`src/hw/rtl/go_back_n_sender_window_macros.svh`:
```
// Assertion macros for the sender window top level.
`ifndef GO_BACK_N_SENDER_WINDOW_MACROS_SVH
`define GO_BACK_N_SENDER_WINDOW_MACROS_SVH

// The property must hold at every clock edge outside reset.
`define GBNSW_ASSERT(lbl, prop, msg) \
	lbl: assert property (@(posedge clk) disable iff (!arst_n) (prop)) \
		else $error(msg);

// The consequent must hold in the cycle after the antecedent.
`define GBNSW_ASSERT_NEXT(lbl, ante, cons, msg) \
	lbl: assert property (@(posedge clk) disable iff (!arst_n) (ante) |=> (cons)) \
		else $error(msg);

`endif

```
`src/hw/rtl/gbnsw_pkg.sv`:
```
// Types, codes and constants of the go-back-N sender window.
`default_nettype none

package gbnsw_pkg;

	localparam int SEQ_BITS         = 16;
	localparam int DESC_BITS        = 32;
	localparam int WINDOW_SLOTS_DEF = 8;
	localparam int TIMEOUT_W        = 16;
	localparam int WINDOW_W         = 4;
	localparam int FLIGHT_W         = 4;
	localparam int CFG_IDX_W        = 1;
	localparam int CFG_DATA_W       = 16;

	localparam logic [TIMEOUT_W-1:0] TIMEOUT_RST = TIMEOUT_W'(100);
	localparam logic [WINDOW_W-1:0]  WINDOW_RST  = WINDOW_W'(8);

	typedef enum logic [1:0] {
		FUNC_SEND = 2'd0,
		FUNC_ACK  = 2'd1,
		FUNC_TICK = 2'd2,
		FUNC_IDLE = 2'd3
	} func_t;

	typedef enum logic [1:0] {
		KIND_NEW     = 2'd0,
		KIND_RETX    = 2'd1,
		KIND_REFUSED = 2'd2,
		KIND_STATUS  = 2'd3
	} kind_t;

	typedef enum logic [CFG_IDX_W-1:0] {
		CFG_TIMEOUT = 1'b0,
		CFG_WINDOW  = 1'b1
	} cfg_reg_t;

	typedef enum logic [0:0] {
		ST_IDLE   = 1'b0,
		ST_REPLAY = 1'b1
	} state_t;

	typedef struct packed {
		logic [1:0]           func;
		logic [DESC_BITS-1:0] packet_desc;
		logic [SEQ_BITS-1:0]  ack_next;
	} cmd_t;

	typedef struct packed {
		logic [1:0]           kind;
		logic [SEQ_BITS-1:0]  seq_out;
		logic [DESC_BITS-1:0] desc_out;
		logic                 last;
		logic [FLIGHT_W-1:0]  in_flight;
		logic                 timer_running;
	} res_t;

	typedef struct packed {
		logic                busy;
		logic                timer_on;
		logic [SEQ_BITS-1:0] outstanding;
	} ctrl_stat_t;

endpackage

`default_nettype wire

```
`src/hw/rtl/gbnsw_slot_mem.sv`:
```
// Slot ring memory holding the descriptors of outstanding packets.
`default_nettype none

module gbnsw_slot_mem import gbnsw_pkg::*; #(
	parameter int WINDOW_SLOTS = WINDOW_SLOTS_DEF,
	localparam int SLOT_W = (WINDOW_SLOTS > 1) ? $clog2(WINDOW_SLOTS) : 1
) (
	input  wire logic                 clk,
	input  wire logic                 we,
	input  wire logic [SLOT_W-1:0]    waddr,
	input  wire logic [DESC_BITS-1:0] wdata,
	input  wire logic                 re,
	input  wire logic [SLOT_W-1:0]    raddr,
	output logic      [DESC_BITS-1:0] rdata
);

	logic [DESC_BITS-1:0] mem [WINDOW_SLOTS];

	always_ff @(posedge clk) begin
		if (we) begin
			mem[waddr] <= wdata;
		end
		if (re) begin
			rdata <= mem[raddr];
		end
	end

endmodule

`default_nettype wire

```
`src/hw/rtl/gbnsw_outbuf.sv`:
```
// Two-entry result buffer: an output register with a skid register behind it.
`default_nettype none

module gbnsw_outbuf import gbnsw_pkg::*; (
	input  wire logic clk,
	input  wire logic arst_n,
	input  wire logic push,
	input  wire res_t res_d,
	output logic      full,
	output logic      res_valid,
	input  wire logic res_stall,
	output res_t      res
);

	logic out_valid_q;
	logic skid_valid_q;
	res_t out_q;
	res_t skid_q;
	logic take;

	assign take      = out_valid_q && !res_stall;
	assign full      = skid_valid_q;
	assign res_valid = out_valid_q;
	assign res       = out_q;

	always_ff @(posedge clk or negedge arst_n) begin
		if (!arst_n) begin
			out_valid_q  <= 1'b0;
			skid_valid_q <= 1'b0;
		end else if (skid_valid_q) begin
			// The producer is held off while the skid entry is occupied.
			if (take) begin
				out_valid_q  <= 1'b1;
				skid_valid_q <= 1'b0;
			end
		end else if (push) begin
			if (out_valid_q && !take) begin
				skid_valid_q <= 1'b1;
			end else begin
				out_valid_q <= 1'b1;
			end
		end else if (take) begin
			out_valid_q <= 1'b0;
		end
	end

	always_ff @(posedge clk) begin
		if (skid_valid_q) begin
			if (take) begin
				out_q <= skid_q;
			end
		end else if (push) begin
			if (out_valid_q && !take) begin
				skid_q <= res_d;
			end else begin
				out_q <= res_d;
			end
		end
	end

endmodule

`default_nettype wire

```
`src/hw/rtl/gbnsw_ctrl.sv`:
```
// Window control: sequence state, timer, slot pointers and the replay sequencer.
`default_nettype none

module gbnsw_ctrl import gbnsw_pkg::*; #(
	parameter int WINDOW_SLOTS = WINDOW_SLOTS_DEF,
	localparam int SLOT_W = (WINDOW_SLOTS > 1) ? $clog2(WINDOW_SLOTS) : 1
) (
	input  wire logic                 clk,
	input  wire logic                 arst_n,
	input  wire logic                 cmd_valid,
	input  wire cmd_t                 cmd,
	output logic                      cmd_stall,
	input  wire logic [TIMEOUT_W-1:0] timeout_ticks,
	input  wire logic [WINDOW_W-1:0]  window_in_use,
	input  wire logic                 obuf_full,
	output logic                      push,
	output res_t                      res_d,
	output logic                      mem_we,
	output logic      [SLOT_W-1:0]    mem_waddr,
	output logic      [DESC_BITS-1:0] mem_wdata,
	output logic                      mem_re,
	output logic      [SLOT_W-1:0]    mem_raddr,
	input  wire logic [DESC_BITS-1:0] mem_rdata,
	output ctrl_stat_t                stat
);

	localparam int CNT_W = $clog2(WINDOW_SLOTS + 1);
	localparam int SUM_W = CNT_W + 1;
	localparam int CMP_W = (CNT_W > WINDOW_W) ? CNT_W : WINDOW_W;
	localparam logic [SUM_W-1:0]  SLOTS_SUM  = SUM_W'(WINDOW_SLOTS);
	localparam logic [SLOT_W-1:0] SLOT_LAST  = SLOT_W'(WINDOW_SLOTS - 1);
	localparam logic [SEQ_BITS-1:0] SLOTS_SEQ = SEQ_BITS'(WINDOW_SLOTS);

	state_t state_q, state_d;

	logic [SEQ_BITS-1:0]  next_seq_q, next_seq_d;
	logic [SEQ_BITS-1:0]  base_seq_q, base_seq_d;
	logic [SLOT_W-1:0]    next_slot_q, next_slot_d;
	logic [SLOT_W-1:0]    base_slot_q, base_slot_d;
	logic                 timer_on_q, timer_on_d;
	logic [TIMEOUT_W-1:0] timer_count_q, timer_count_d;
	logic [SEQ_BITS-1:0]  rep_seq_q, rep_seq_d;
	logic [SLOT_W-1:0]    rep_slot_q, rep_slot_d;
	logic [CNT_W-1:0]     rep_left_q, rep_left_d;

	logic                 accept;
	logic [SEQ_BITS-1:0]  flight;
	logic [SEQ_BITS-1:0]  flight_after;
	logic [CNT_W-1:0]     win_eff;
	logic                 room;
	logic [SEQ_BITS-1:0]  adv;
	logic                 ack_ok;
	logic [SUM_W-1:0]     slot_sum;
	logic [SLOT_W-1:0]    ack_slot;
	logic [TIMEOUT_W-1:0] count_inc;
	logic [TIMEOUT_W-1:0] limit;
	logic                 expire;
	logic [CNT_W-1:0]     flight_cap;
	logic                 start_replay;
	logic [SLOT_W-1:0]    next_slot_inc;
	logic [SLOT_W-1:0]    rep_slot_inc;
	logic                 rep_step;

	assign cmd_stall = (state_q != ST_IDLE) || obuf_full;
	assign accept    = cmd_valid && !cmd_stall;
	assign flight    = next_seq_q - base_seq_q;

	always_comb begin
		if (window_in_use == '0) begin
			win_eff = CNT_W'(1);
		end else if (CMP_W'(window_in_use) > CMP_W'(WINDOW_SLOTS)) begin
			win_eff = CNT_W'(WINDOW_SLOTS);
		end else begin
			win_eff = CNT_W'(window_in_use);
		end
	end

	assign room   = flight < SEQ_BITS'(win_eff);
	assign adv    = cmd.ack_next - base_seq_q;
	assign ack_ok = (adv != '0) && (adv <= flight);

	// An accepted advance never exceeds the window, so one subtract wraps the slot.
	assign slot_sum = SUM_W'(base_slot_q) + SUM_W'(adv[CNT_W-1:0]);
	assign ack_slot = (slot_sum >= SLOTS_SUM) ? SLOT_W'(slot_sum - SLOTS_SUM)
	                                          : SLOT_W'(slot_sum);

	assign count_inc  = timer_count_q + TIMEOUT_W'(1);
	assign limit      = (timeout_ticks == '0) ? TIMEOUT_W'(1) : timeout_ticks;
	assign expire     = count_inc >= limit;
	assign flight_cap = (flight > SLOTS_SEQ) ? CNT_W'(WINDOW_SLOTS) : flight[CNT_W-1:0];

	assign start_replay = accept && (cmd.func == FUNC_TICK) && timer_on_q && expire &&
	                      (flight_cap != '0);

	assign next_slot_inc = (next_slot_q == SLOT_LAST) ? '0 : next_slot_q + SLOT_W'(1);
	assign rep_slot_inc  = (rep_slot_q == SLOT_LAST) ? '0 : rep_slot_q + SLOT_W'(1);
	assign rep_step      = (state_q == ST_REPLAY) && !obuf_full && (rep_left_q != '0);

	// Next values of the window registers.
	always_comb begin
		next_seq_d    = next_seq_q;
		base_seq_d    = base_seq_q;
		next_slot_d   = next_slot_q;
		base_slot_d   = base_slot_q;
		timer_on_d    = timer_on_q;
		timer_count_d = timer_count_q;
		rep_seq_d     = rep_seq_q;
		rep_slot_d    = rep_slot_q;
		rep_left_d    = rep_left_q;
		if (accept) begin
			case (cmd.func)
				FUNC_SEND: begin
					if (room) begin
						next_seq_d  = next_seq_q + SEQ_BITS'(1);
						next_slot_d = next_slot_inc;
						if (flight == '0) begin
							timer_on_d    = 1'b1;
							timer_count_d = '0;
						end
					end
				end
				FUNC_ACK: begin
					if (ack_ok) begin
						base_seq_d    = cmd.ack_next;
						base_slot_d   = ack_slot;
						timer_count_d = '0;
						timer_on_d    = cmd.ack_next != next_seq_q;
					end
				end
				FUNC_TICK: begin
					if (timer_on_q) begin
						if (expire) begin
							timer_count_d = '0;
							if (flight_cap == '0) begin
								timer_on_d = 1'b0;
							end else begin
								rep_seq_d  = base_seq_q;
								rep_slot_d = base_slot_q;
								rep_left_d = flight_cap - CNT_W'(1);
							end
						end else begin
							timer_count_d = count_inc;
						end
					end
				end
				default: begin
				end
			endcase
		end
		if (rep_step) begin
			rep_seq_d  = rep_seq_q + SEQ_BITS'(1);
			rep_slot_d = rep_slot_inc;
			rep_left_d = rep_left_q - CNT_W'(1);
		end
	end

	assign flight_after = next_seq_d - base_seq_d;

	always_comb begin
		state_d = state_q;
		case (state_q)
			ST_IDLE: begin
				if (start_replay) begin
					state_d = ST_REPLAY;
				end
			end
			ST_REPLAY: begin
				if (!obuf_full && (rep_left_q == '0)) begin
					state_d = ST_IDLE;
				end
			end
			default: begin
				state_d = ST_IDLE;
			end
		endcase
	end

	always_comb begin
		push              = 1'b0;
		mem_we            = 1'b0;
		mem_waddr         = next_slot_q;
		mem_wdata         = cmd.packet_desc;
		mem_re            = 1'b0;
		mem_raddr         = base_slot_q;
		res_d.kind        = KIND_STATUS;
		res_d.seq_out     = base_seq_d;
		res_d.desc_out    = '0;
		res_d.last        = 1'b1;
		res_d.in_flight   = flight_after[FLIGHT_W-1:0];
		res_d.timer_running = timer_on_d;
		case (state_q)
			ST_IDLE: begin
				push   = accept && !start_replay;
				mem_we = accept && (cmd.func == FUNC_SEND) && room;
				// The first slot of a burst is read as the tick is taken.
				mem_re = start_replay;
				if (cmd.func == FUNC_SEND) begin
					if (room) begin
						res_d.kind     = KIND_NEW;
						res_d.seq_out  = next_seq_q;
						res_d.desc_out = cmd.packet_desc;
					end else begin
						res_d.kind = KIND_REFUSED;
					end
				end
			end
			ST_REPLAY: begin
				push                = !obuf_full;
				mem_re              = rep_step;
				mem_raddr           = rep_slot_inc;
				res_d.kind          = KIND_RETX;
				res_d.seq_out       = rep_seq_q;
				res_d.desc_out      = mem_rdata;
				res_d.last          = rep_left_q == '0;
				res_d.in_flight     = flight[FLIGHT_W-1:0];
				res_d.timer_running = timer_on_q;
			end
			default: begin
			end
		endcase
	end

	assign stat.busy        = state_q != ST_IDLE;
	assign stat.timer_on    = timer_on_q;
	assign stat.outstanding = flight;

	always_ff @(posedge clk or negedge arst_n) begin
		if (!arst_n) begin
			state_q       <= ST_IDLE;
			next_seq_q    <= '0;
			base_seq_q    <= '0;
			next_slot_q   <= '0;
			base_slot_q   <= '0;
			timer_on_q    <= 1'b0;
			timer_count_q <= '0;
			rep_left_q    <= '0;
		end else begin
			state_q       <= state_d;
			next_seq_q    <= next_seq_d;
			base_seq_q    <= base_seq_d;
			next_slot_q   <= next_slot_d;
			base_slot_q   <= base_slot_d;
			timer_on_q    <= timer_on_d;
			timer_count_q <= timer_count_d;
			rep_left_q    <= rep_left_d;
		end
	end

	always_ff @(posedge clk) begin
		rep_seq_q  <= rep_seq_d;
		rep_slot_q <= rep_slot_d;
	end

endmodule

`default_nettype wire

```
`src/hw/rtl/go_back_n_sender_window.sv`:
```
// Top level of the go-back-N sender window with its configuration registers.
//
//  channel  direction  handshake             payload
//  cmd      in         cmd_valid/cmd_stall   cmd_t: func, packet_desc, ack_next
//  res      out        res_valid/res_stall   res_t: kind, seq_out, desc_out, last, ...
//  cfg      in         cfg_valid/cfg_ready   cfg_index, cfg_data
//
// Send, ack, idle and non-expiring tick items go back to back unless output is full.
// An expiring tick replays the outstanding window from the slot memory, one
// retransmit per cycle while the output has room; input stalls until all are resent.
// The slot memory has a registered read, started as the tick is taken.
// Reset clears the sequence state and timer, presets the registers; slot contents stay.
// A stalled result sits in the output register and one more in the skid entry.
`default_nettype none

module go_back_n_sender_window import gbnsw_pkg::*; #(
	parameter int WINDOW_SLOTS = WINDOW_SLOTS_DEF
) (
	input  wire logic                  clk,
	input  wire logic                  arst_n,
	input  wire logic                  cmd_valid,
	output logic                       cmd_stall,
	input  wire cmd_t                  cmd,
	output logic                       res_valid,
	input  wire logic                  res_stall,
	output res_t                       res,
	input  wire logic                  cfg_valid,
	output logic                       cfg_ready,
	input  wire logic [CFG_IDX_W-1:0]  cfg_index,
	input  wire logic [CFG_DATA_W-1:0] cfg_data
);

	`include "go_back_n_sender_window_macros.svh"

	localparam int SLOT_W = (WINDOW_SLOTS > 1) ? $clog2(WINDOW_SLOTS) : 1;

	logic [TIMEOUT_W-1:0] timeout_q;
	logic [WINDOW_W-1:0]  window_q;

	logic                 obuf_full;
	logic                 push;
	res_t                 res_d;
	logic                 mem_we;
	logic [SLOT_W-1:0]    mem_waddr;
	logic [DESC_BITS-1:0] mem_wdata;
	logic                 mem_re;
	logic [SLOT_W-1:0]    mem_raddr;
	logic [DESC_BITS-1:0] mem_rdata;
	ctrl_stat_t           ctrl_stat;

	assign cfg_ready = 1'b1;

	always_ff @(posedge clk or negedge arst_n) begin
		if (!arst_n) begin
			timeout_q <= TIMEOUT_RST;
			window_q  <= WINDOW_RST;
		end else if (cfg_valid && cfg_ready) begin
			case (cfg_index)
				CFG_TIMEOUT: timeout_q <= cfg_data[TIMEOUT_W-1:0];
				CFG_WINDOW:  window_q  <= cfg_data[WINDOW_W-1:0];
				default: begin
				end
			endcase
		end
	end

	gbnsw_ctrl #(
		.WINDOW_SLOTS(WINDOW_SLOTS)
	) u_ctrl (
		.clk          (clk),
		.arst_n       (arst_n),
		.cmd_valid    (cmd_valid),
		.cmd          (cmd),
		.cmd_stall    (cmd_stall),
		.timeout_ticks(timeout_q),
		.window_in_use(window_q),
		.obuf_full    (obuf_full),
		.push         (push),
		.res_d        (res_d),
		.mem_we       (mem_we),
		.mem_waddr    (mem_waddr),
		.mem_wdata    (mem_wdata),
		.mem_re       (mem_re),
		.mem_raddr    (mem_raddr),
		.mem_rdata    (mem_rdata),
		.stat         (ctrl_stat)
	);

	gbnsw_slot_mem #(
		.WINDOW_SLOTS(WINDOW_SLOTS)
	) u_slot_mem (
		.clk  (clk),
		.we   (mem_we),
		.waddr(mem_waddr),
		.wdata(mem_wdata),
		.re   (mem_re),
		.raddr(mem_raddr),
		.rdata(mem_rdata)
	);

	gbnsw_outbuf u_outbuf (
		.clk      (clk),
		.arst_n   (arst_n),
		.push     (push),
		.res_d    (res_d),
		.full     (obuf_full),
		.res_valid(res_valid),
		.res_stall(res_stall),
		.res      (res)
	);

	// The timer runs exactly while packets are outstanding.
	`GBNSW_ASSERT(a_timer_matches_flight, ctrl_stat.timer_on == (ctrl_stat.outstanding != '0), "timer state disagrees with outstanding count")
	`GBNSW_ASSERT(a_window_bound, ctrl_stat.outstanding <= SEQ_BITS'(WINDOW_SLOTS), "outstanding count exceeds slot ring")
	// No command is taken while a retransmit burst is being replayed.
	`GBNSW_ASSERT(a_busy_stalls_cmd, !ctrl_stat.busy || cmd_stall, "input taken during replay")
	// Within a retransmit burst the next result is ready right after a transfer.
	`GBNSW_ASSERT_NEXT(a_burst_no_gap, res_valid && !res_stall && !res.last, res_valid, "gap inside a retransmit burst")

endmodule

`default_nettype wire
```
`config.mk`:
```
export PLATFORM = sky130hd
export DESIGN_NAME = go_back_n_sender_window
export DESIGN_NICKNAME = d
export VERILOG_FILES = /design/src/hw/rtl/gbnsw_pkg.sv /design/src/hw/rtl/gbnsw_slot_mem.sv /design/src/hw/rtl/gbnsw_outbuf.sv /design/src/hw/rtl/gbnsw_ctrl.sv /design/src/hw/rtl/go_back_n_sender_window.sv
export VERILOG_INCLUDE_DIRS = /design/src /design/src/hw/rtl
export SDC_FILE = /design/constraint.sdc
export NUM_CORES = 1
export LEC_CHECK = 0
export ABC_AREA = 1
export BUFFER_PORTS_ARGS = -buffer_cell sky130_fd_sc_hd__buf_4
export CAP_MARGIN = 20
export CELL_PAD_IN_SITES_DETAIL_PLACEMENT = 0
export CELL_PAD_IN_SITES_GLOBAL_PLACEMENT = 2
export CORE_MARGIN = 2
export CORE_UTILIZATION = 40
export DETAILED_ROUTE_END_ITERATION = 10
export PLACE_DENSITY = 0.79
export SLEW_MARGIN = 20
export SYNTH_ARGS = -nofsm -noshare
export SYNTH_HDL_FRONTEND = slang
export SYNTH_SLANG_ARGS = --single-unit
export TNS_END_PERCENT = 10
```
`constraint.sdc`:
```
create_clock -name clk -period 6.6 [get_ports clk]
set_input_delay 0.33 -clock clk [delete_from_list [all_inputs] [get_ports clk]]
set_output_delay 0.33 -clock clk [all_outputs]
set_load 0.005 [all_outputs]
```
==> flow_summary.json, run 1 <==
{
  "dp_hpwl_mm": 42.5,
  "powerDensity_nw_per_um2": 492,
  "cp_max_fo": 40,
  "cts_setup_buffers": 0,
  "clock_skew_ps": 16.2,
  "maxCapViolCount": 0,
  "multi_input_area_um2": 8170,
  "run_status": "finished clean",
  "finalCriticalPeriod_ps": 5270,
  "cts_tree": "yes",
  "numCtsBuffers": 53,
  "clock.fmax_mhz": 190,
  "cts_resized": 0,
  "drtIter0Drc": 1308,
  "drive_gt1_share_pct": 11.2,
  "syn_to_final_growth_pct": 16.4,
  "viasPerCell": 5.19,
  "slew_viol_final": 0,
  "postCtsHoldBufs": 46,
  "max-slew-margin-rel_pct": 29.2,
  "layout.nets": 2728,
  "use_met3_pct": 2.87,
  "grt_max_degree": 103,
  "via_count": 17600,
  "syn_area_um2": 24100,
  "p_leak_nw": 11.5,
  "grt-ovfl-total": 0,
  "ys_warn_count": 0,
  "initial_core_util_pct": 40.7,
  "setup_viol": 0,
  "critical_path_required_ps": 6920,
  "drc": 0,
  "hold_path_class": "in -> reg",
  "place_congestion": 0.855,
  "place_ws_ps": 1360,
  "rsz0062_at_grt": "false",
  "grt_use_total_pct": 21.1,
  "cp-start-kind": "register",
  "clk_pin_slew_worst_paths_ps": 60,
  "use_met1_pct": 28.5,
  "yosysUniqueCellTypes": 54,
  "first_pass_iters": 5,
  "ys_async_sr_fraction_pct": 16.4,
  "synthesis.instances": 2408,
  "final_util_pct": 47.3,
  "die-area_um2": 62200,
  "root_buffer": "clkbuf_16",
  "finalPower_mw": 13.8,
  "seq_area_um2": 14600,
  "use_met2_pct": 35.9,
  "nFillCells": 5587,
  "worst_slew_pin_slew_ps": 1060,
  "die_h_um": 249,
  "cts.sinks": 501,
  "grt.busiest_layer": "met2",
  "synth_edf_count": 419,
  "yosysSeqAreaShare_pct": 60.8,
  "routed_wl_mm": 65.9,
  "syn_area_per_cell_um2": 10.0,
  "io_buffers": 129,
  "fin_ws_ps": 1330,
  "period_share_pct": 79.8,
  "clockBufferDepth": 3,
  "tns_ps": 0,
  "critPathKind": "reg -> reg",
  "synth_flop_cell": "edfxtp_1",
  "worst_setup_path_end_kind": "register",
  "antenna_found_initial": 1,
  "wl_per_cell_um": 19.5,
  "core-area_um2": 59200,
  "final_antenna_net_count": 0,
  "std_cell_rows": 89,
  "hold_violations": 0,
  "grt_pass1_vias": 17500,
  "htreeDepth": 2,
  "grt_pass1_wl_mm": 102,
  "synth_fp_nets": 2561,
  "io_pins": 131,
  "ys_seq_elements": 501,
  "cp_data_arrival_time_ps": 5590,
  "fp.dieW_um": 249,
  "peakVddDrop_uv": 415,
  "clock_latency_ps": 600
}
-- cells by family (layout without fill, tap and decap cells) --
logic type / Yosys count / after routing / synth area share (%)
AND/OR/NAND/NOR: 1008 / 1008 / 17.7
adder cells (fa/ha/maj): 81 / 81 / 4.33
XOR/XNOR: 42 / 42 / 1.53
AO/OA/AOI/OAI: 421 / 421 / 9.99
other: 1 / 2 / 0.0156
buffers and inverters: 354 / 560 / 5.70
flip-flops: 501 / 501 / 60.8
-- Yosys cell counts (5+ instances only) --
| library cell | count | share of area [%] |
|---|---|---|
| buf_4 | 5 | 0.16 |
| xnor2_1 | 7 | 0.25 |
| nand2_2 | 9 | 0.23 |
| a22oi_1 | 16 | 0.50 |
| dfrtp_1 | 78 | 8.1 |
| o21ai_1 | 35 | 0.73 |
| buf_1 | 10 | 0.16 |
| ha_1 | 77 | 4.0 |
| nand4_1 | 27 | 0.70 |
| inv_1 | 257 | 4.0 |
| nor3_1 | 25 | 0.52 |
| a22o_1 | 32 | 1.2 |
| nand2_1 | 505 | 7.9 |
| o21ai_0 | 192 | 4.0 |
| nand3_1 | 81 | 1.7 |
| and2_1 | 5 | 0.13 |
| nor4_1 | 9 | 0.23 |
| or2_2 | 12 | 0.31 |
| buf_2 | 5 | 0.10 |
| nor2_1 | 308 | 4.8 |
| clkbuf_1 | 66 | 1.0 |
| a21oi_1 | 59 | 1.2 |
| xor2_1 | 35 | 1.3 |
| a31oi_1 | 37 | 0.96 |
| o22ai_1 | 34 | 0.88 |
| nand3b_1 | 7 | 0.22 |
| edfxtp_1 | 419 | 52 |
| inv_2 | 5 | 0.078 |
-- registers in the layout (all words and copies together), names as in the netlist --
signal and cells:
u_ctrl.next_seq_q 16, u_ctrl.timer_on_q 1, u_ctrl.timer_count_q 16, u_ctrl.rep_left_q 4, timeout_q 16, u_outbuf.res 56, u_outbuf.full 1, u_outbuf.res_valid 1
u_ctrl.base_slot_q 3, u_ctrl.base_seq_q 16, u_ctrl.mem_waddr 3, u_outbuf.skid_q 56, u_slot_mem.mem 256, u_ctrl.rep_slot_q 3, window_q 4, u_slot_mem.rdata 32
u_ctrl.state_q 1, u_ctrl.rep_seq_q 16
-- placed cells by master (no fill, tap or decap), types with 53 or more instances in the layout --
master and n:
ha_1 77, nand3_1 81, o21ai_0 191, a21oi_1 58, inv_1 255, buf_4 151
dfrtp_1 76, nand2_1 504, clkbuf_16 53, edfxtp_1 419, nor2_1 306
-- worst paths after layout --
check | endpoint | start | cells past startpoint | slack, ps
hold / removal | window_q[3] | cfg_data[3] | 3 | 60
setup reg to reg | u_outbuf.skid_q[47] | u_ctrl.timer_count_q[2] | 20 | 1330
min in group asynchronous | timeout_q[0] | arst_n | 2 | 140
max in group asynchronous | u_outbuf.full | arst_n | 3 | 5210
setup / recovery | u_outbuf.skid_q[47] | u_ctrl.timer_count_q[2] | 20 | 1330
hold reg to reg | u_ctrl.timer_count_q[15] | u_ctrl.timer_count_q[15] | 2 | 510
-- final cells by class --
type	instances	share of cell area, %
diodes	1	0.00893
well taps	773	3.45
clock buffers	68	4.97
clock inverters	26	0.714
inverters	266	3.58
repair buffers	200	5.90
flip-flops and latches	501	52.2
multi-input cells	1553	29.2
-- per-stage QoR --
| step | hold WS [ps] | instance area [µm²] | cells |
|---|---|---|---|
| after floorplan | 34.4 | 24100 | 2408 |
| after global placement | 202 | 26000 | 3247 |
| after detailed placement | 204 | 26000 | 3247 |
| after CTS | 35.4 | 28000 | 3387 |
| after global routing | 54.2 | 28000 | 3388 |
| final | 56.1 | 28000 | 3388 |
-- where the power goes --
group	internal [mW]	switching, mW
clock network	1.57	1.24
logic	2.06	4.21
registers	4.43	0.310
-- worst max-delay path, stage by stage (launching register included) --
cell and delay (ps):
dfrtp_1 380, inv_1 70, nor3_1 320, nand2_1 100, nor2_1 170, nand3_1 180
nor2_1 260, nand4_1 180, nor4_1 290, xor2_1 160, ha_1 320, nand2_1 60
inv_1 50, nand3_1 110, nor2_1 160, inv_1 50, o311ai_0 730, nand4_1 410
o211ai_1 410, nor2_4 260, buf_12 260
-- routing by layer --
metal	wire length, µm	share of wire (%)	vias up
met4	1390	2.1	0
met5	0	0	-
met1	30200	46	8593
met3	2480	3.8	81
met2	31800	48	336
li1	-	-	8565
Note: power is estimated with default switching activity, not from simulation.
==> run 2: changes to the inputs <==
--- a/config.mk
+++ b/config.mk
@@ -6,7 +6,7 @@
 export SDC_FILE = /design/constraint.sdc
 export NUM_CORES = 1
 export LEC_CHECK = 0
-export ABC_AREA = 1
+export ABC_AREA = 0
 export BUFFER_PORTS_ARGS = -buffer_cell sky130_fd_sc_hd__buf_4
 export CAP_MARGIN = 20
 export CELL_PAD_IN_SITES_DETAIL_PLACEMENT = 0
@@ -14,7 +14,7 @@
 export CORE_MARGIN = 2
 export CORE_UTILIZATION = 40
 export DETAILED_ROUTE_END_ITERATION = 10
-export PLACE_DENSITY = 0.79
+export PLACE_DENSITY = 0.76
 export SLEW_MARGIN = 20
 export SYNTH_ARGS = -nofsm -noshare
 export SYNTH_HDL_FRONTEND = slang
==> constraint.sdc (replaced) <==
create_clock -name clk -period 4.4 [get_ports clk]
set_input_delay 0.22 -clock clk [delete_from_list [all_inputs] [get_ports clk]]
set_output_delay 0.22 -clock clk [all_outputs]
set_load 0.005 [all_outputs]
==> flow_summary.json, run 2 <==
{
  "stdcell_area_um2": 31000,
  "core-area_um2": 57700,
  "hold_violations": 0,
  "netlist.area_leader.share_pct": 53.8,
  "grt_pass1_wl_mm": 94.3,
  "antenna_found_initial": 1,
  "startpoint": "u_ctrl.base_seq_q[1]",
  "via_count": 15400,
  "worstSetupEndpoint": "u_outbuf.skid_q[4]",
  "cp_max_fo": 5,
  "maxCapViolCount": 0,
  "power_switching_mw": 7.39,
  "clockBufferDepth": 3,
  "period_share_pct": 116,
  "syn_area_per_cell_um2": 13.8,
  "diodes": 0,
  "yosysUniqueCellTypes": 82,
  "first_pass_iters": 5,
  "pwr-share-clk_pct": 21.3,
  "run_status": "finished with violations",
  "clock_skew_ps": 32.6,
  "worst_slew_pin_slew_ps": 1040,
  "violations": "setup timing",
  "largest_reg_flops": 256,
  "synth_flop_cell": "edfxtp_1",
  "initial_core_util_pct": 40.5,
  "cts.sinks": 501,
  "hold_depth": 3,
  "nFillCells": 4902,
  "place_congestion": 0.848,
  "cts_tree": "yes",
  "regMostFlops": "u_slot_mem.mem",
  "finalCriticalPeriod_ps": 5100,
  "final_common_cell": "edfxtp_1",
  "critical_path_required_ps": 4760,
  "synthesis.instances": 1694,
  "holdWs_ps": 43.0,
  "ys_warn_count": 0,
  "r2r_setup_slack_ps": -700,
  "critPathKind": "reg -> reg",
  "root_buffer": "clkbuf_16",
  "layout.nets": 2298,
  "syn_area_um2": 23400,
  "wl_per_cell_um": 20.8,
  "drtIter0Drc": 1075,
  "syn_to_final_growth_pct": 32.7,
  "io_buffers": 129,
  "fin_ws_ps": -697,
  "slew_viol_final": 0,
  "numCtsBuffers": 55,
  "place_area_um2": 27400,
  "io_pins": 131,
  "peakVddDrop_uv": 379,
  "setup_viol": 35,
  "powerDensity_nw_per_um2": 703,
  "cp_data_arrival_time_ps": 5460,
  "pwr-share-comb_pct": 46.8,
  "routed_wl_mm": 61.5,
  "cp-start-kind": "register",
  "htreeDepth": 2,
  "synth_fp_nets": 1847,
  "std_cell_rows": 88,
  "ff2ff_path_depth": 24,
  "final_cell_mix": "edfxtp_1 (419), buf_4 (367), nand2_1 (187), o21ai_0 (82), nor2_1 (78)",
  "dp_hpwl_mm": 40.3,
  "max-slew-margin-rel_pct": 30.4,
  "yosysMostFrequentCell": "edfxtp_1",
  "p_leak_nw": 12.0,
  "yosysSeqAreaShare_pct": 62.6,
  "r2r_end": "u_outbuf.skid_q[4]",
  "viasPerCell": 5.21,
  "place_ws_ps": -1050,
  "clock_latency_ps": 620,
  "ys_top_cells_by_area": "edfxtp_1 (54%), dfrtp_1 (8.4%), mux4_2 (6.2%)",
  "reg2reg_from": "u_ctrl.base_seq_q[1]",
  "die_h_um": 246,
  "netlist_top_cells_count": "edfxtp_1 (419), nand2_1 (192), o21ai_0 (109), mux2_2 (93), nor2_1 (87)",
  "final_antenna_net_count": 0,
  "seqPwrFrac_pct": 31.9,
  "drc": 0,
  "grt_use_total_pct": 20.4,
  "ys_async_sr_fraction_pct": 16.4,
  "fp.dieW_um": 246,
  "synth_area_leader_cell": "edfxtp_1",
  "synth_edf_count": 419,
  "swShare_pct": 33.9,
  "ys_seq_elements": 501,
  "clk_pin_slew_worst_paths_ps": 70,
  "rsz0062_at_grt": "true",
  "clock.fmax_mhz": 196,
  "drive_gt1_share_pct": 37.3,
  "grt-ovfl-total": 0,
  "grt_max_degree": 87,
  "grt_pass1_vias": 16100,
  "die-area_um2": 60400,
  "hold_path_class": "in -> reg",
  "p_int_mw": 14.4,
  "worst_setup_path_end_kind": "register"
}
[run 2: cell count changes after synthesis, sizes merged, moves of 34 or more]
cell   delta
o21ai   -111
nand3    -60
mux4     +64
nand2   -321
mux2     +93
nor2    -228
o22ai    -34
inv     -195
[run 2: worst min-delay path by stage]
stage	from	endpoint
2_1_floorplan	arst_n	timeout_q[0]
6_report	cmd[13]	u_ctrl.base_seq_q[13]
4_1_cts	cmd[14]	u_ctrl.base_seq_q[14]
3_5_place_dp	arst_n	u_ctrl.base_seq_q[14]
5_1_grt	cmd[13]	u_ctrl.base_seq_q[13]
3_3_place_gp	arst_n	u_ctrl.base_seq_q[14]
[run 2: logic make-up (layout without fill, tap and decap cells)]
family / count (synthesis) / count (layout) / synth area share, %
compound gates: 291 / 291 / 7.70
xor+xnor: 82 / 82 / 3.11
fa+ha+maj: 81 / 81 / 4.47
buf+inv: 136 / 632 / 2.24
flops: 501 / 501 / 62.6
mux: 164 / 164 / 10.9
other cells: 1 / 1 / 0.0160
simple gates: 438 / 438 / 8.87
[run 2: timing repair]
action | CTS | global route
pin swaps | 41 | 60
hold buffers | 55 | 0
hold endpoints to repair | 326 | 0
cloned | 0 | 1
setup buffers | 20 | 17
setup endpoints to repair | 285 | 463
gates resized for setup | 124 | 101
[run 2: routing by layer]
layer  vias up  GRT usage [%]  part of all wire (%)
met5         -              0                 0.021
met4         2           6.38                   2.6
met3        91           2.94                   3.8
met2       313           34.8                    50
met1      7709           26.8                    44
li1       7274              -                     -
[run 2: layout make-up]
cell class | count | area [µm²] | share of cell area [%]
sequential | 501 | 14600 | 47.2
multi-input combinational | 1057 | 9330 | 30.1
timing repair buffer | 462 | 3980 | 12.8
clock buffer | 75 | 1500 | 4.84
tap | 765 | 957 | 3.09
clock inverter | 27 | 334 | 1.08
inverter | 68 | 255 | 0.823
[run 2: through the flow]
stage	total power [mW]	setup TNS, ps	cells	utilization [%]
2_1_floorplan	12.1	-65090	1694	-
3_3_place_gp	16.0	-38420	2777	47.5
3_5_place_dp	16.1	-52000	2777	47.5
4_1_cts	21.4	-6320	2941	52.6
5_1_grt	23.1	-13290	2955	53.7
6_report	21.8	-8020	2955	53.7
[run 2: power groups by stage]
| stage | registers [mW] | logic (mW) | clock network, mW |
|---|---|---|---|
| 2_1_floorplan | 6.94 | 5.16 | 0 |
| 3_3_place_gp | 7.02 | 8.95 | 0 |
| 3_5_place_dp | 7.04 | 9.02 | 0 |
| 4_1_cts | 6.96 | 9.72 | 4.76 |
| 5_1_grt | 7.05 | 11.1 | 4.96 |
| 6_report | 6.95 | 10.2 | 4.65 |
[run 2: worst max-delay path: stages, from the launching register on]
cell and delay [ps]:
dfrtp_1 400, inv_2 120, ha_4 210, nor2b_4 120, o2111a_2 270, o211a_4 290, o31ai_2 220, o31a_1 260
inv_2 70, ha_4 270, nand4_1 200, nor2_1 160, o21ai_1 70, a31o_2 230, a31oi_4 210, a41oi_2 70
nand2_2 190, mux2_4 330, inv_2 70, ha_4 190, o21ai_2 50, nand2b_1 100, and3_4 200, or4_4 420
o211a_1 130
==> run 3: changes to the inputs <==
--- a/config.mk
+++ b/config.mk
@@ -12,9 +12,9 @@
 export CELL_PAD_IN_SITES_DETAIL_PLACEMENT = 0
 export CELL_PAD_IN_SITES_GLOBAL_PLACEMENT = 2
 export CORE_MARGIN = 2
-export CORE_UTILIZATION = 40
+export CORE_UTILIZATION = 44
 export DETAILED_ROUTE_END_ITERATION = 10
-export PLACE_DENSITY = 0.76
+export PLACE_DENSITY = 0.79
 export SLEW_MARGIN = 20
 export SYNTH_ARGS = -nofsm -noshare
 export SYNTH_HDL_FRONTEND = slang
==> constraint.sdc (replaced) <==
create_clock -name clk -period 5.5 [get_ports clk]
set_input_delay 0.275 -clock clk [delete_from_list [all_inputs] [get_ports clk]]
set_output_delay 0.275 -clock clk [all_outputs]
set_load 0.005 [all_outputs]
==> flow_summary.json, run 3 (synthesis results as in run 2) <==
{
  "final_antenna_net_count": 0,
  "antenna_found_initial": 3,
  "clockBufferDepth": 3,
  "final_cell_mix": "edfxtp_1 (419), buf_4 (201), nand2_1 (192), o21ai_0 (102), mux2_2 (92)",
  "io_pins": 131,
  "run_status": "finished clean",
  "cts_tree": "yes",
  "viasPerCell": 5.52,
  "core-area_um2": 52600,
  "max-slew-margin-rel_pct": 35.6,
  "cp-start-kind": "register",
  "largest_reg_flops": 256,
  "clock_skew_ps": 33.7,
  "r2r_setup_slack_ps": 280,
  "grt_use_total_pct": 21.2,
  "first_pass_iters": 8,
  "p_leak_nw": 10.7,
  "drive_gt1_share_pct": 25.8,
  "initial_core_util_pct": 44.5,
  "die-area_um2": 55000,
  "io_buffers": 129,
  "finalCriticalPeriod_ps": 5220,
  "cp_data_arrival_time_ps": 5580,
  "fp.dieW_um": 234,
  "regMostFlops": "u_slot_mem.mem",
  "critical_path_required_ps": 5860,
  "setup_viol": 0,
  "hold_violations": 0,
  "via_count": 14800,
  "drc": 0,
  "dp_hpwl_mm": 37.8,
  "layout.nets": 2102,
  "cts.sinks": 501,
  "numCtsBuffers": 53,
  "holdWs_ps": 138,
  "worst_setup_path_end_kind": "register",
  "slew_viol_final": 0,
  "std_cell_rows": 84,
  "htreeDepth": 2,
  "clock.fmax_mhz": 192,
  "grt_pass1_vias": 15100,
  "clk_pin_slew_worst_paths_ps": 70,
  "final_common_cell": "edfxtp_1",
  "grt_pass1_wl_mm": 88.0,
  "wl_per_cell_um": 21.6,
  "hold_path_class": "in -> reg",
  "die_h_um": 234,
  "root_buffer": "clkbuf_16",
  "critPathKind": "reg -> reg",
  "powerDensity_nw_per_um2": 544,
  "place_congestion": 0.883,
  "drtIter0Drc": 1110,
  "worst_slew_pin_slew_ps": 962,
  "tns_ps": 0,
  "nFillCells": 4385,
  "peakVddDrop_uv": 322,
  "grt-ovfl-total": 0,
  "syn_to_final_growth_pct": 20.3,
  "routed_wl_mm": 57.8,
  "maxCapViolCount": 0,
  "cp_max_fo": 6,
  "clock_latency_ps": 610,
  "period_share_pct": 94.9,
  "grt_max_degree": 74
}
-- run 3: changes by cell type in the layout (fill, tap and decap cells not counted), sizes merged --
cell,before,now
buf,406,205
clkbuf,76,64
clkinv,19,27
dlygate4sd3,55,63
bufinv,6,1
clkinvlp,1,4
diode,0,1
-- run 3: what timing repair did --
item	in CTS	in global routing
resized for setup	0	41
endpoints found under the hold margin	325	0
setup buffers	0	3
hold buffers	63	0
endpoints found under the setup margin	0	7
-- run 3: critical path, cell delays in order (launching register included) --
cell and delay [ps]:
dfrtp_1 400, inv_2 90, ha_1 280, nor2b_1 140, o2111a_1 270, o211a_2 330
o211a_1 240, o31a_1 280, buf_4 140, a2111oi_0 450, nand4bb_1 340, or2_2 400
mux2_2 300, ha_1 270, nor2b_1 120, o21ai_1 110, nand2b_1 80, and3_1 190
or4_1 400, o211a_1 120
-- run 3: path summary, 6_finish.rpt --
kind,to,startpoint,cells after the start
min in group asynchronous,u_ctrl.base_seq_q[11],arst_n,2
min reg2reg,u_ctrl.base_seq_q[5],u_ctrl.base_seq_q[5],1
max,u_outbuf.skid_q[4],u_ctrl.base_seq_q[1],19
max in group asynchronous,u_ctrl.timer_count_q[2],arst_n,3
max reg2reg,u_outbuf.skid_q[4],u_ctrl.base_seq_q[1],19
min,timeout_q[6],cfg_index,4
-- run 3: layer usage --
metal / up-vias / wire, µm / track usage, %
li1: 6896 / - / -
met1: 7509 / 24900 / 27.7
met2: 305 / 29000 / 36.6
met3: 91 / 2070 / 2.75
met4: 2 / 1800 / 7.25
met5: - / 13 / 0
-- run 3: power by group --
part | total (mW) | internal [mW] | switching [mW]
clock | 3.35 | 1.85 | 1.50
sequential | 5.61 | 5.21 | 0.392
combinational | 6.32 | 2.93 | 3.39
total | 15.3 | 10.0 | 5.28
-- run 3: area by class of cell --
type	count	area [µm²]	share of cell area (%)
antenna	1	2.50	0.00890
clock buffer	64	1390	4.94
clock inverter	33	244	0.868
inverter	68	255	0.908
multi-input combinational	1057	8490	30.2
sequential	501	14600	52.1
tap	688	861	3.06
timing repair buffer	268	2220	7.90
-- run 3: stage by stage --
step / instance area, µm² / setup WS, ps / total power [mW] / utilization, % / instances
after detailed placement: 25700 / 35.3 / 11.8 / 48.8 / 2516
final: 28100 / 281 / 15.3 / 53.5 / 2680
after floorplan: 23400 / -182 / 9.66 / - / 1694
after global placement: 25700 / 107 / 11.8 / 48.8 / 2516
after CTS: 27900 / 4.30 / 15.3 / 53.1 / 2676
after global routing: 28100 / -10.7 / 16.2 / 53.5 / 2680
